--- config.mk ---
export PLATFORM = sky130hd
export DESIGN_NAME = vrt_div
export DESIGN_NICKNAME = d
export VERILOG_FILES = /design/src/design/vrt_div.sv
export SDC_FILE = /design/constraint.sdc
export NUM_CORES = 1
export LEC_CHECK = 0
export BUFFER_PORTS_ARGS = -buffer_cell sky130_fd_sc_hd__buf_2
export CORE_MARGIN = 5
export CORE_UTILIZATION = 55
export DETAILED_ROUTE_END_ITERATION = 16
export GPL_TIMING_DRIVEN = 0
export HOLD_SLACK_MARGIN = 0.06
export PLACE_DENSITY_LB_ADDON = 0.1
export SLEW_MARGIN = 25
export SYNTH_ARGS = -nofsm -noshare
export SYNTH_HDL_FRONTEND = slang
export SYNTH_SLANG_ARGS = --single-unit
--- constraint.sdc ---
create_clock -name i_clk -period 5.6 [get_ports i_clk]
set_clock_uncertainty 0.2 [all_clocks]
set_input_delay 1.12 -clock i_clk [delete_from_list [all_inputs] [get_ports i_clk]]
set_output_delay 1.12 -clock i_clk [all_outputs]
set_load 0.03 [all_outputs]
--- src/design/vrt_div.sv ---
// serial restoring divider, one quotient bit per cycle
module vrt_div #(
    parameter int NW = 33,
    parameter int DW = 32
) (
    input  logic          i_clk,
    input  logic          i_rst_n,
    input  logic          i_start,
    input  logic [NW-1:0] i_num,
    input  logic [DW-1:0] i_den,
    output logic          o_done,
    output logic [NW-1:0] o_quo
);
    localparam int CNW = $clog2(NW + 1);

    logic           r_busy;
    logic           r_done;
    logic [CNW-1:0] r_cnt;
    logic [DW-1:0]  r_rem;
    logic [NW-1:0]  r_q;
    logic [DW-1:0]  r_den;
    logic [DW:0]    rem_sh;
    logic [DW:0]    rem_nx;
    logic           ge;
    logic [DW-1:0]  n_rem;

    always_comb begin
        rem_sh = {r_rem, r_q[NW-1]};
        ge = rem_sh >= {1'b0, r_den};
        rem_nx = ge ? rem_sh - {1'b0, r_den} : rem_sh;
        n_rem = rem_nx[DW-1:0];
    end

    always_ff @(posedge i_clk) begin
        if (!i_rst_n) begin
            r_busy <= 1'b0;
            r_done <= 1'b0;
            r_cnt <= '0;
        end else begin
            r_done <= 1'b0;
            if (i_start) begin
                r_busy <= 1'b1;
                r_cnt <= CNW'(NW);
            end else if (r_busy) begin
                r_cnt <= r_cnt - CNW'(1);
                if (r_cnt == CNW'(1)) begin
                    r_busy <= 1'b0;
                    r_done <= 1'b1;
                end
            end
        end
    end

    always_ff @(posedge i_clk) begin
        if (i_start) begin
            r_q <= i_num;
            r_rem <= '0;
            r_den <= i_den;
        end else if (r_busy) begin
            r_rem <= n_rem;
            r_q <= {r_q[NW-2:0], ge};
        end
    end

    assign o_done = r_done;
    assign o_quo = r_q;
endmodule

Word level (Yosys, flattened, before mapping)
Cells that the tools add are included.
{ "totals": {"reg_bits": 105, "output_inout_bits": 34} }
{ "classes": {"n_addsub": 2, "magnitude_cmp": 1, "eq_ne": 1, "muxes": 9, "bitwise": 2, "n_reduce_logical": 3} }
{ "op_table": {"columns": ["cell", "n"], "rows": [
  ["$mux W33", 2],
  ["$ge A33 B32 Y1", 1],
  ["$mux W32", 1],
  ["$sub A32 B32 Y32", 1],
  ["$mux W6", 2],
  ["$eq A6 B1 Y1 const B", 1],
  ["$sub A6 B1 Y6 const B", 1],
  ["$mux W1", 4],
  ["$reduce_or A3 Y1", 1],
  ["$not A1 Y1", 2],
  ["$reduce_bool A2 Y1", 1],
  ["$reduce_or A2 Y1", 1]
]} }

Logic depth before layout (Yosys ltp)
Gate-level depths: netlist (run 1).
{ "depth": {"ltp_word": 4, "ltp_mapped": 12, "ltp_nobuf": 11} }

Worst setup path before layout (run 1)
OpenSTA, ideal clock, no wires.
{ "synth_path": {"path_kind": "reg2reg", "startpoint": "register r_q[32] (netlist: o_quo[32])", "endpoint": "register r_rem[30]", "arrival_ns": 2.509, "required_ns": 5.273, "path_slack_ns": 2.764, "path_stages_with_launch": 12, "path_buffers": 0, "synth_period_minus_slack_ns": 2.836, "path_cell_list": "edfxtp_1 inv_1 ha_1 fa_1 nand2b_1 a21oi_1 nor3_1 o311ai_1 a211oi_1 a211oi_1 xnor2_1 o211ai_1"} }
{ "synth_between": {"elab_chain_cells": 2} }
{ "synth_rtl": {"columns": ["element", "line", "text"], "rows": [
  ["from (decl)", "20", "logic [NW-1:0] r_q;"],
  ["from (signal assigned)", "56", "r_q <= i_num;"],
  ["from (signal assigned)", "61", "r_q <= {r_q[NW-2:0], ge};"],
  ["$sub A32 B32 Y32 or $ge A33 B32 Y1 (tied branches)", "30, 29", null],
  ["$mux W32 *", "30", "rem_nx = ge ? rem_sh - {1'b0, r_den} : rem_sh;"],
  ["to (signal assigned)", "60", "r_rem <= n_rem;"],
  ["to (decl)", "19", "logic [DW-1:0] r_rem;"]
]} }
Mark *: on every way between the ends. The rest lies on a longest branch, timed or not.
A chain may end at the register's enable or synchronous reset.

Worst setup path after layout (run 1)
{ "layout_path": {"startpoint": "input port i_start", "endpoint": "register r_q[10] (netlist: o_quo[10]), enable pin"} }
{ "layout_between": {"elab_chain_cells": 1} }
{ "layout_rtl": {"columns": ["element", "line", "text"], "rows": [
  ["from (decl)", "8", "input logic i_start,"],
  ["$reduce_bool A2 Y1 (no line)", null, null]
]} }
No other way between the ends.

==> results.py, run 1 <==
metrics = {
    "outcome": {
        "outcome": "finished, final reports clean",
    },
    "critical_path": {
        "end_kind": "flop",
        "cp-start-kind": "primary input",
        "crit_buf_inv": 4,
        "required_ns": 5.39,
        "rrSetupSlack_ns": 2.33,
        "critical_path_class": "primary input to flop",
        "crit_chain": "buf_2 > clkbuf_1 > nor2_1 > clkbuf_1 > inv_2",
        "crit_path_top_delay_cell": "buf_2",
        "timing.reg2reg.worst_path_depth": 11,
        "cp.arrival_ns": 3.12,
        "crit_top_cell": "clkbuf_1",
        "max_stage_delay_ns": 0.61,
        "cp_max_fo": 33,
        "worst_r2r_endpoint": "r_rem[23]",
        "reg2reg_from": "r_rem[11]",
        "path_delay_family": "buffers and inverters",
    },
    "logic_synthesis": {
        "synth-seq-cells": 105,
        "yosysUniqueCellTypes": 68,
        "yosys_warnings": 0,
        "synth_top_area_share_pct": 30.91,
        "synth-async-reset-ratio_pct": 0,
        "synth_area_leaders": "edfxtp_1, dfxtp_1, ha_1",
        "seq_area_frac_synth_pct": 43.59,
        "syn_area_mm2": 0.006315,
        "synth_ff_type": "edfxtp_1",
        "synth-edff-count": 65,
        "syn_nets": 750,
        "yosysTopAreaCell": "edfxtp_1",
        "synth_area_per_cell_um2": 9.760,
        "netlist_instances": 647,
    },
    "timing": {
        "finalSetupViolations": 0,
        "timing_hold_violations_final": 0,
        "fin_crit_sh_pct": 59.44,
        "worst_slack_ns": 2.271,
        "fin_setup_tns_ns": 0,
        "period_needed_ns": 3.329,
        "tightest_slew_ns": 0.7974,
        "relSlewSlack_pct": 46.84,
        "grt_setup_unrepaired": "false",
        "fmax_mhz": 300.4,
        "report.final.slew_viol_count": 0,
    },
    "detailed_routing": {
        "avgRoutedWirePerCell_um": 18.05,
        "detail_route.iter0.violations": 431,
        "drc_errors": 0,
        "detail-route-antenna-nets": 0,
        "dr.pass1.iters": 5,
        "wirelength_mm": 16.37,
        "route.vias.total": 5444,
        "viasPerCell": 6.002,
    },
    "grt": {
        "grt_max_degree": 34,
        "grt_usage_pct": 24.51,
        "antenna_found_initial": 0,
        "grt-ovfl-total": 0,
        "grt_pass1_vias": 5204,
        "grt_pass1_wl_mm": 26.03,
    },
    "clocking": {
        "numClockSinks": 105,
        "root_buffer": "clkbuf_16",
        "clockBufferDepth": 2,
        "cts_buffers": 9,
        "cts.repair.resized": 0,
        "clk_transition_reported_paths_ns": 0.07,
        "cts_setup_buffers": 0,
        "cts_tree": "built",
        "clk_latency_ns": 0.36,
        "cts_hold_buf": 0,
        "h-tree-depth": 3,
    },
    "floorplanning": {
        "start_util_pct": 55.78,
        "core-area_mm2": 0.01132,
        "fp.dieW_um": 117.2,
        "pin_count": 102,
        "die-area_mm2": 0.01372,
        "rows": 39,
        "die_h_um": 117.2,
    },
    "hold_path": {
        "min_path_cells": 2,
        "hold_end": "r_rem[31]",
        "hold_path_startpoint": "r_rem[31]",
        "hold_path_class": "flop to flop",
    },
    "layout": {
        "design_area_mm2": 0.007278,
        "drive_gt1_share_pct": 23.56,
        "final_net_count": 862,
        "syn_to_final_growth_pct": 15.26,
        "fin_cells": 907,
        "diodes": 0,
    },
    "power_and_ir_drop": {
        "leakage_nw": 3.077,
        "powerDensity_mw_per_mm2": 283.5,
        "peakVddDrop_v": 0.0002913,
        "total_power_mw": 2.064,
    },
    "placement": {
        "dp_slack_ns": 1.878,
        "gp_congestion": 0.9399,
        "dp_cells": 891,
        "port_buffers": 101,
        "placedInstanceArea_mm2": 0.006999,
        "hpwl_mm": 12.21,
    },
    "run": {
        "drv_cap": 0,
    },
}
[power breakdown]
part / switching (mW) / internal (mW)
sequential: 0.0357 / 0.894
combinational: 0.322 / 0.201
clock: 0.300 / 0.311
total: 0.657 / 1.41
[layout by cell type, fill, tap and decap left out, types with 10 or more instances in the layout]
| cell type | instances |
|---|---|
| ha_1 | 34 |
| nand2_1 | 47 |
| nand4_1 | 13 |
| a311oi_1 | 19 |
| mux2_2 | 33 |
| buf_2 | 109 |
| inv_1 | 45 |
| a21o_1 | 16 |
| xor2_1 | 10 |
| clkbuf_1 | 22 |
| o21ai_1 | 14 |
| edfxtp_1 | 65 |
| xnor2_1 | 20 |
| o21ai_0 | 26 |
| dfxtp_1 | 40 |
| a21oi_1 | 29 |
| nor2_1 | 54 |
| nand3_1 | 24 |
| or3_1 | 10 |
[stage by stage]
| step | hold WS, ns | utilization (%) |
|---|---|---|
| finish | 0.2899 | 64.29 |
| global route | 0.3229 | 64.29 |
| CTS | 0.2945 | 64.29 |
| detailed placement | 0.2775 | 61.83 |
| global placement | 0.2574 | 61.83 |
| floorplan | 0.2410 | - |
[final cells by class]
cell class              count  area (um^2)
fillers                   977         4043
multi-input cells         455         3186
flip-flops and latches    105         2753
repair buffers            101        505.5
clock buffers              11        232.7
plain buffers              41        203.9
well taps                 143        178.9
inverters                  46        172.7
clock inverters             5        46.29
[Yosys cell counts (19+ instances only)]
cell,count
xnor2_1,20
inv_1,46
nand2_1,47
o21ai_0,26
mux2_2,33
clkbuf_1,20
a311oi_1,19
ha_1,34
dfxtp_1,40
edfxtp_1,65
nand3_1,24
nor2_1,54
a21oi_1,29
[worst reg2reg max path: stages, from the launching register on]
cell and delay (ns):
dfxtp_1 0.41, ha_1 0.26, buf_2 0.17, a21oi_1 0.22
o21ai_1 0.19, nor2_1 0.17, and4_4 0.28, nor3_4 0.06
o21ai_1 0.19, clkbuf_1 0.51, nand3_1 0.16, a311oi_1 0.34
[kinds of logic after synthesis]
kind of cell,Yosys count,share of synthesized area (%)
and+or+nand+nor,187,14.40
AOI/OAI and AO/OA,166,18.31
DFF,105,43.59
buffers and inverters,87,5.964
muxes,37,6.519
adders and majority gates,35,7.054
xor gates and xnor gates,30,4.161
[sequential cells by signal (all words and copies together) (netlist names)]
name / count
o_quo: 33
r_den: 32
r_rem: 32
r_cnt: 6
o_done: 1
r_busy: 1
[metal layers]
layer / GRT usage, % / share of wire (%) / up-vias / routed length (um)
met3: 7.609 / 9.8 / 19 / 1604
met5: 0 / 0 / - / 0
li1: - / - / 2606 / -
met1: 31.97 / 41 / 2602 / 6787
met2: 39.22 / 47 / 217 / 7669
met4: 7.569 / 1.9 / 0 / 308
[worst max-delay path by stage]
stage                     startpoint         to  slack, ns  cells after the start
after floorplan            o_quo[32]  r_rem[30]       2.76                     11
after global placement       i_start   o_quo[0]       1.56                      5
after detailed placement     i_start   o_quo[1]       1.88                      5
after CTS                    i_start   o_quo[5]       2.27                      5
after global routing         i_start  o_quo[30]       2.09                      5
final                        i_start  o_quo[10]       2.27                      5
Power figures use the tool's default switching activity.
==> inputs of run 2 (changes only) <==
- CORE_UTILIZATION: 55 -> 52
- clock period: 5.6 -> 3 ns (I/O delays scaled with it)
==> run 2 against run 1 <==
Net effect:
- worst setup slack lost 2.3 ns
- critical path type is now flop to flop
- final cell count grew 1.8%
- utilization grew 0.55 points
- register-to-register slack lost 2.3 ns
- sequential cell count is the same
- sequential share of layout area shrank 2.3 points
==> results.py, run 2 (synthesized netlist as in run 1, its figures left out) <==
metrics = {
    "outcome": {
        "outcome": "finished, final reports clean",
    },
    "clocking": {
        "cts_hold_buf": 0,
        "h-tree-depth": 3,
        "cts_tree": "built",
        "numClockSinks": 105,
        "root_buffer": "clkbuf_16",
        "clk_latency_ns": 0.37,
        "cts_buffers": 9,
        "clockBufferDepth": 2,
        "clk_transition_reported_paths_ns": 0.08,
    },
    "layout": {
        "regArea_mm2": 0.002754,
        "final_common_cell": "buf_2",
        "fin_cells": 923,
        "syn_to_final_growth_pct": 22.83,
        "multiInputGateArea_mm2": 0.003446,
        "design_area_mm2": 0.007756,
        "final_util_pct": 64.84,
        "mostFrequentLayoutCells": "buf_2, edfxtp_1, nor2_1, nand2_1, inv_1",
        "final_net_count": 874,
        "drive_gt1_share_pct": 31.06,
        "diodes": 0,
        "fillers": 986,
        "largest_reg_flops": 33,
    },
    "floorplanning": {
        "fp.dieW_um": 120.2,
        "die_h_um": 120.2,
        "pin_count": 102,
        "core-area_mm2": 0.01196,
        "start_util_pct": 52.79,
        "die-area_mm2": 0.01445,
        "rows": 40,
    },
    "timing": {
        "period_needed_ns": 2.988,
        "grt_setup_unrepaired": "true",
        "report.final.slew_viol_count": 0,
        "fin_setup_tns_ns": 0,
        "finalSetupViolations": 0,
        "fmax_mhz": 334.7,
        "fin_crit_sh_pct": 99.60,
        "timing_hold_violations_final": 0,
        "relSlewSlack_pct": 47.06,
        "tightest_slew_ns": 0.7941,
    },
    "power_and_ir_drop": {
        "peakVddDrop_v": 0.0004598,
        "leakage_nw": 3.203,
        "powerDensity_mw_per_mm2": 518.7,
    },
    "critical_path": {
        "end_kind": "flop",
        "required_ns": 3.07,
        "rrSetupSlack_ns": 0.01,
        "max_stage_delay_ns": 0.42,
        "crit_chain": "inv_1 > ha_1 > nand4_1 > nor4_2 > a21oi_2 > o21a_1 > o221ai_2 > o21a_4 > buf_8 > nor4_1 > a2111oi_2",
        "crit_path_top_delay_cell": "nor4_2",
        "path_delay_family": "compound AO/OA/AOI/OAI gates",
        "cp.arrival_ns": 3.05,
        "crit_buf_inv": 2,
        "cp-start-kind": "flop",
        "cp_max_fo": 10,
        "critical_path_class": "flop to flop",
    },
    "detailed_routing": {
        "drc_errors": 0,
        "detail-route-antenna-nets": 0,
        "avgRoutedWirePerCell_um": 18.28,
        "detail_route.iter0.violations": 338,
        "route.vias.total": 5521,
        "wirelength_mm": 16.87,
        "dr.pass1.iters": 6,
        "viasPerCell": 5.982,
    },
    "grt": {
        "grt_pass1_wl_mm": 26.51,
        "grt-ovfl-total": 0,
        "use_met3_pct": 6.548,
        "gr-usage-met2_pct": 37.51,
        "grt_pass1_vias": 5443,
        "antenna_found_initial": 1,
        "met1_usage_pct": 29.53,
        "grt_max_degree": 34,
        "grt_usage_pct": 23.11,
        "grt-busiest-layer": "met2",
    },
    "hold_path": {
        "hold_path_class": "primary input to flop",
    },
    "placement": {
        "placedInstanceArea_mm2": 0.007004,
        "gp_congestion": 0.9709,
        "hpwl_mm": 11.97,
        "dp_cells": 895,
        "port_buffers": 101,
    },
    "run": {
        "drv_cap": 0,
    },
}
[run 2: cell types whose count changed in the layout (fill, tap and decap cells not counted), sizes merged]
cell and change:
buf +16, clkbuf -5, clkinv +1, clkinvlp +1
inv -1
[run 2: layout make-up]
class | instances | area share [%]
Buffer | 36 | 3.307
Clock buffer | 10 | 2.952
Clock inverter | 6 | 0.7904
Inverter | 46 | 2.258
Multi-Input combinational cell | 455 | 44.43
Sequential cell | 105 | 35.51
Tap cell | 147 | 2.371
Timing Repair Buffer | 118 | 8.388
[run 2: power by group]
part / internal (mW) / switching, mW / leakage (nW)
registers: 1.67 / 0.0696 / 0.974
clock network: 0.584 / 0.597 / 0.138
logic: 0.464 / 0.640 / 2.09
total: 2.72 / 1.31 / 3.20
[run 2: repair_timing]
action / in CTS / in global routing
cloned: 0 / 1
pin swaps: 2 / 26
setup buffers: 2 / 14
gates resized for setup: 13 / 80
setup endpoints to repair: 32 / 57
[run 2: final timing paths]
check / from / depth (start not counted) / endpoint
max reg2reg: r_den[28] / 11 / r_rem[12]
min: i_den[28] / 1 / r_den[28]
min reg2reg: r_cnt[1] / 2 / r_cnt[1]
max: r_den[28] / 11 / r_rem[12]
[run 2: per-layer routing]
layer	vias to the layer above	routed length, um	part of all wire, %
li1	2642	-	-
met1	2621	7264	43
met2	208	7746	46
met3	48	1324	7.8
met4	2	529	3.1
met5	-	7	0.041
[run 2: through the flow]
step	hold slack (ns)	setup slack [ns]	power, mW
after floorplan	0.2410	0.1641	2.457
after global placement	0.2587	-0.5792	2.706
after detailed placement	0.2682	-0.2467	2.723
after CTS	0.1861	0.006121	3.925
after global routing	0.1826	-0.09700	4.220
final	0.1935	0.01212	4.023
==> inputs of run 3 (changes only) <==
- CELL_PAD_IN_SITES_DETAIL_PLACEMENT: not set -> 1
- CELL_PAD_IN_SITES_GLOBAL_PLACEMENT: not set -> 1
- CORE_UTILIZATION: 52 -> 40
==> run 3 against run 2 <==
Net effect:
- the run now ends with setup timing left
- first-iteration DRC count is 32% lower
- total power is 3.5% higher
- worst setup slack worse by 0.051 ns
- final area is 3.3% higher
==> results.py, run 3 (synthesized netlist as in run 1, its figures left out) <==
metrics = {
    "clocking": {
        "root_buffer": "clkbuf_16",
        "clk_latency_ns": 0.37,
        "numClockSinks": 105,
        "cts_hold_buf": 0,
        "clk_transition_reported_paths_ns": 0.08,
        "h-tree-depth": 3,
        "cts_buffers": 9,
        "cts_tree": "built",
        "clockBufferDepth": 2,
    },
    "critical_path": {
        "max_stage_delay_ns": 0.44,
        "timing.reg2reg.worst_path_depth": 12,
        "rrSetupSlack_ns": -0.04,
        "required_ns": 3.06,
        "crit_chain": "inv_2 > ha_4 > buf_6 > nand4_1 > nor4_4 > a21oi_2 > o21a_1 > o221ai_4 > o21a_4 > buf_8 > o21ai_1 > a311oi_1",
        "cp-start-kind": "flop",
        "cp.arrival_ns": 3.10,
        "path_delay_family": "compound AO/OA/AOI/OAI gates",
        "end_kind": "flop",
        "crit_cells": 12,
        "cp_max_fo": 5,
        "critical_path_class": "flop to flop",
        "crit_path_top_delay_cell": "nor4_4",
        "crit_buf_inv": 3,
    },
    "run": {
        "drv_cap": 0,
    },
    "timing": {
        "fmax_mhz": 329.0,
        "timing_hold_violations_final": 0,
        "fin_crit_sh_pct": 101.3,
        "worst_slack_ns": -0.03933,
        "report.final.slew_viol_count": 0,
        "fin_setup_tns_ns": -0.03933,
        "grt_setup_unrepaired": "true",
        "worst_hold_slack_ns": 0.1980,
        "period_needed_ns": 3.039,
        "tightest_slew_ns": 0.7945,
        "finalSetupViolations": 1,
        "relSlewSlack_pct": 46.84,
    },
    "power_and_ir_drop": {
        "power.switching_mw": 1.414,
        "comb_power_share_pct": 27.9,
        "total_power_mw": 4.162,
        "peakVddDrop_v": 0.0002926,
        "powerDensity_mw_per_mm2": 519.2,
        "seqPwrFrac_pct": 42.0,
        "p_int_mw": 2.748,
        "sw_frac_of_total_pct": 33.97,
        "pwr-share-clk_pct": 30.1,
        "leakage_nw": 3.261,
    },
    "detailed_routing": {
        "top_layer": "met4",
        "wl_met2_mm": 10.30,
        "route.vias.total": 5527,
        "detail-route-antenna-nets": 0,
        "met1Wirelength_mm": 8.221,
        "drc_errors": 0,
        "viasPerCell": 5.538,
        "wirelength_mm": 20.08,
        "detail_route.iter0.violations": 229,
        "route.met3.wl_mm": 1.260,
        "avgRoutedWirePerCell_um": 20.12,
        "dr.pass1.iters": 5,
    },
    "layout": {
        "mostFrequentLayoutCells": "buf_2, edfxtp_1, nor2_1, nand2_1, inv_1",
        "syn_to_final_growth_pct": 26.93,
        "largest_reg_flops": 33,
        "final_common_cell": "buf_2",
        "drive_gt1_share_pct": 34.14,
        "diodes": 0,
        "final_net_count": 880,
    },
    "outcome": {
        "violations": "setup timing",
        "outcome": "finished with violations",
    },
    "placement": {
        "port_buffers": 101,
        "dp_slack_ns": -0.3678,
        "gp_congestion": 0.8713,
        "hpwl_mm": 14.59,
    },
    "grt": {
        "grt_pass1_wl_mm": 31.22,
        "grt_pass1_vias": 5960,
        "grt-ovfl-total": 0,
        "grt_max_degree": 34,
        "antenna_found_initial": 0,
        "grt_usage_pct": 21.42,
    },
    "floorplanning": {
        "die-area_mm2": 0.01840,
        "die_h_um": 135.6,
        "fp.dieW_um": 135.6,
        "core-area_mm2": 0.01571,
        "pin_count": 102,
        "start_util_pct": 40.19,
        "rows": 46,
    },
    "hold_path": {
        "hold_path_class": "primary input to flop",
        "min_path_cells": 1,
    },
}
## run 3: final cells by class
class	count	area (um^2)
plain buffers	36	242.7
clock buffers	9	225.2
clock inverters	7	87.58
fillers	1757	7697
inverters	46	172.7
multi-input cells	455	3558
flip-flops and latches	105	2756
well taps	216	270.3
repair buffers	124	701.9
## run 3: power groups by stage
stage,Sequential [mW],Combinational (mW),Clock [mW]
floorplan,1.85,0.609,0
detailed placement,1.77,0.997,0
finish,1.75,1.16,1.25
CTS,1.74,1.04,1.28
global placement,1.77,0.965,0
global route,1.76,1.26,1.34
## run 3: worst reg2reg max path, cell delays in order (launching register included)
cell,delay [ns]
edfxtp_1,0.36
inv_2,0.05
ha_4,0.26
buf_6,0.09
nand4_1,0.21
nor4_4,0.44
a21oi_2,0.10
o21a_1,0.16
o221ai_4,0.26
o21a_4,0.24
buf_8,0.15
o21ai_1,0.10
a311oi_1,0.33
## run 3: layer usage
layer  vias up  global-route usage (%)
met5         -                       0
met1      2720                   25.16
met2       142                   38.19
met4         0                   6.271
li1       2642                       -
met3        23                   5.869
## run 3: per-stage QoR
stage               instances  cell area, um^2  utilization [%]
global route              998             8015            51.01
CTS                       977             7551            48.06
detailed placement        964             7091            45.13
floorplan                 647             6315                -
finish                    998             8015            51.01
global placement          964             7091            45.13
## run 3: path summary, 6_finish.rpt
check              end  startpoint
max reg2reg   r_rem[3]   r_den[11]
min          r_den[27]   i_den[27]
max           r_rem[3]   r_den[11]
min reg2reg  r_rem[31]   r_rem[31]
## run 3: repair_timing
item                       in CTS  in global routing
pin swaps                       6                 40
setup buffers                   2                 20
cloned                          0                  1
gates resized for setup        37                 71
setup endpoints to repair      33                 64
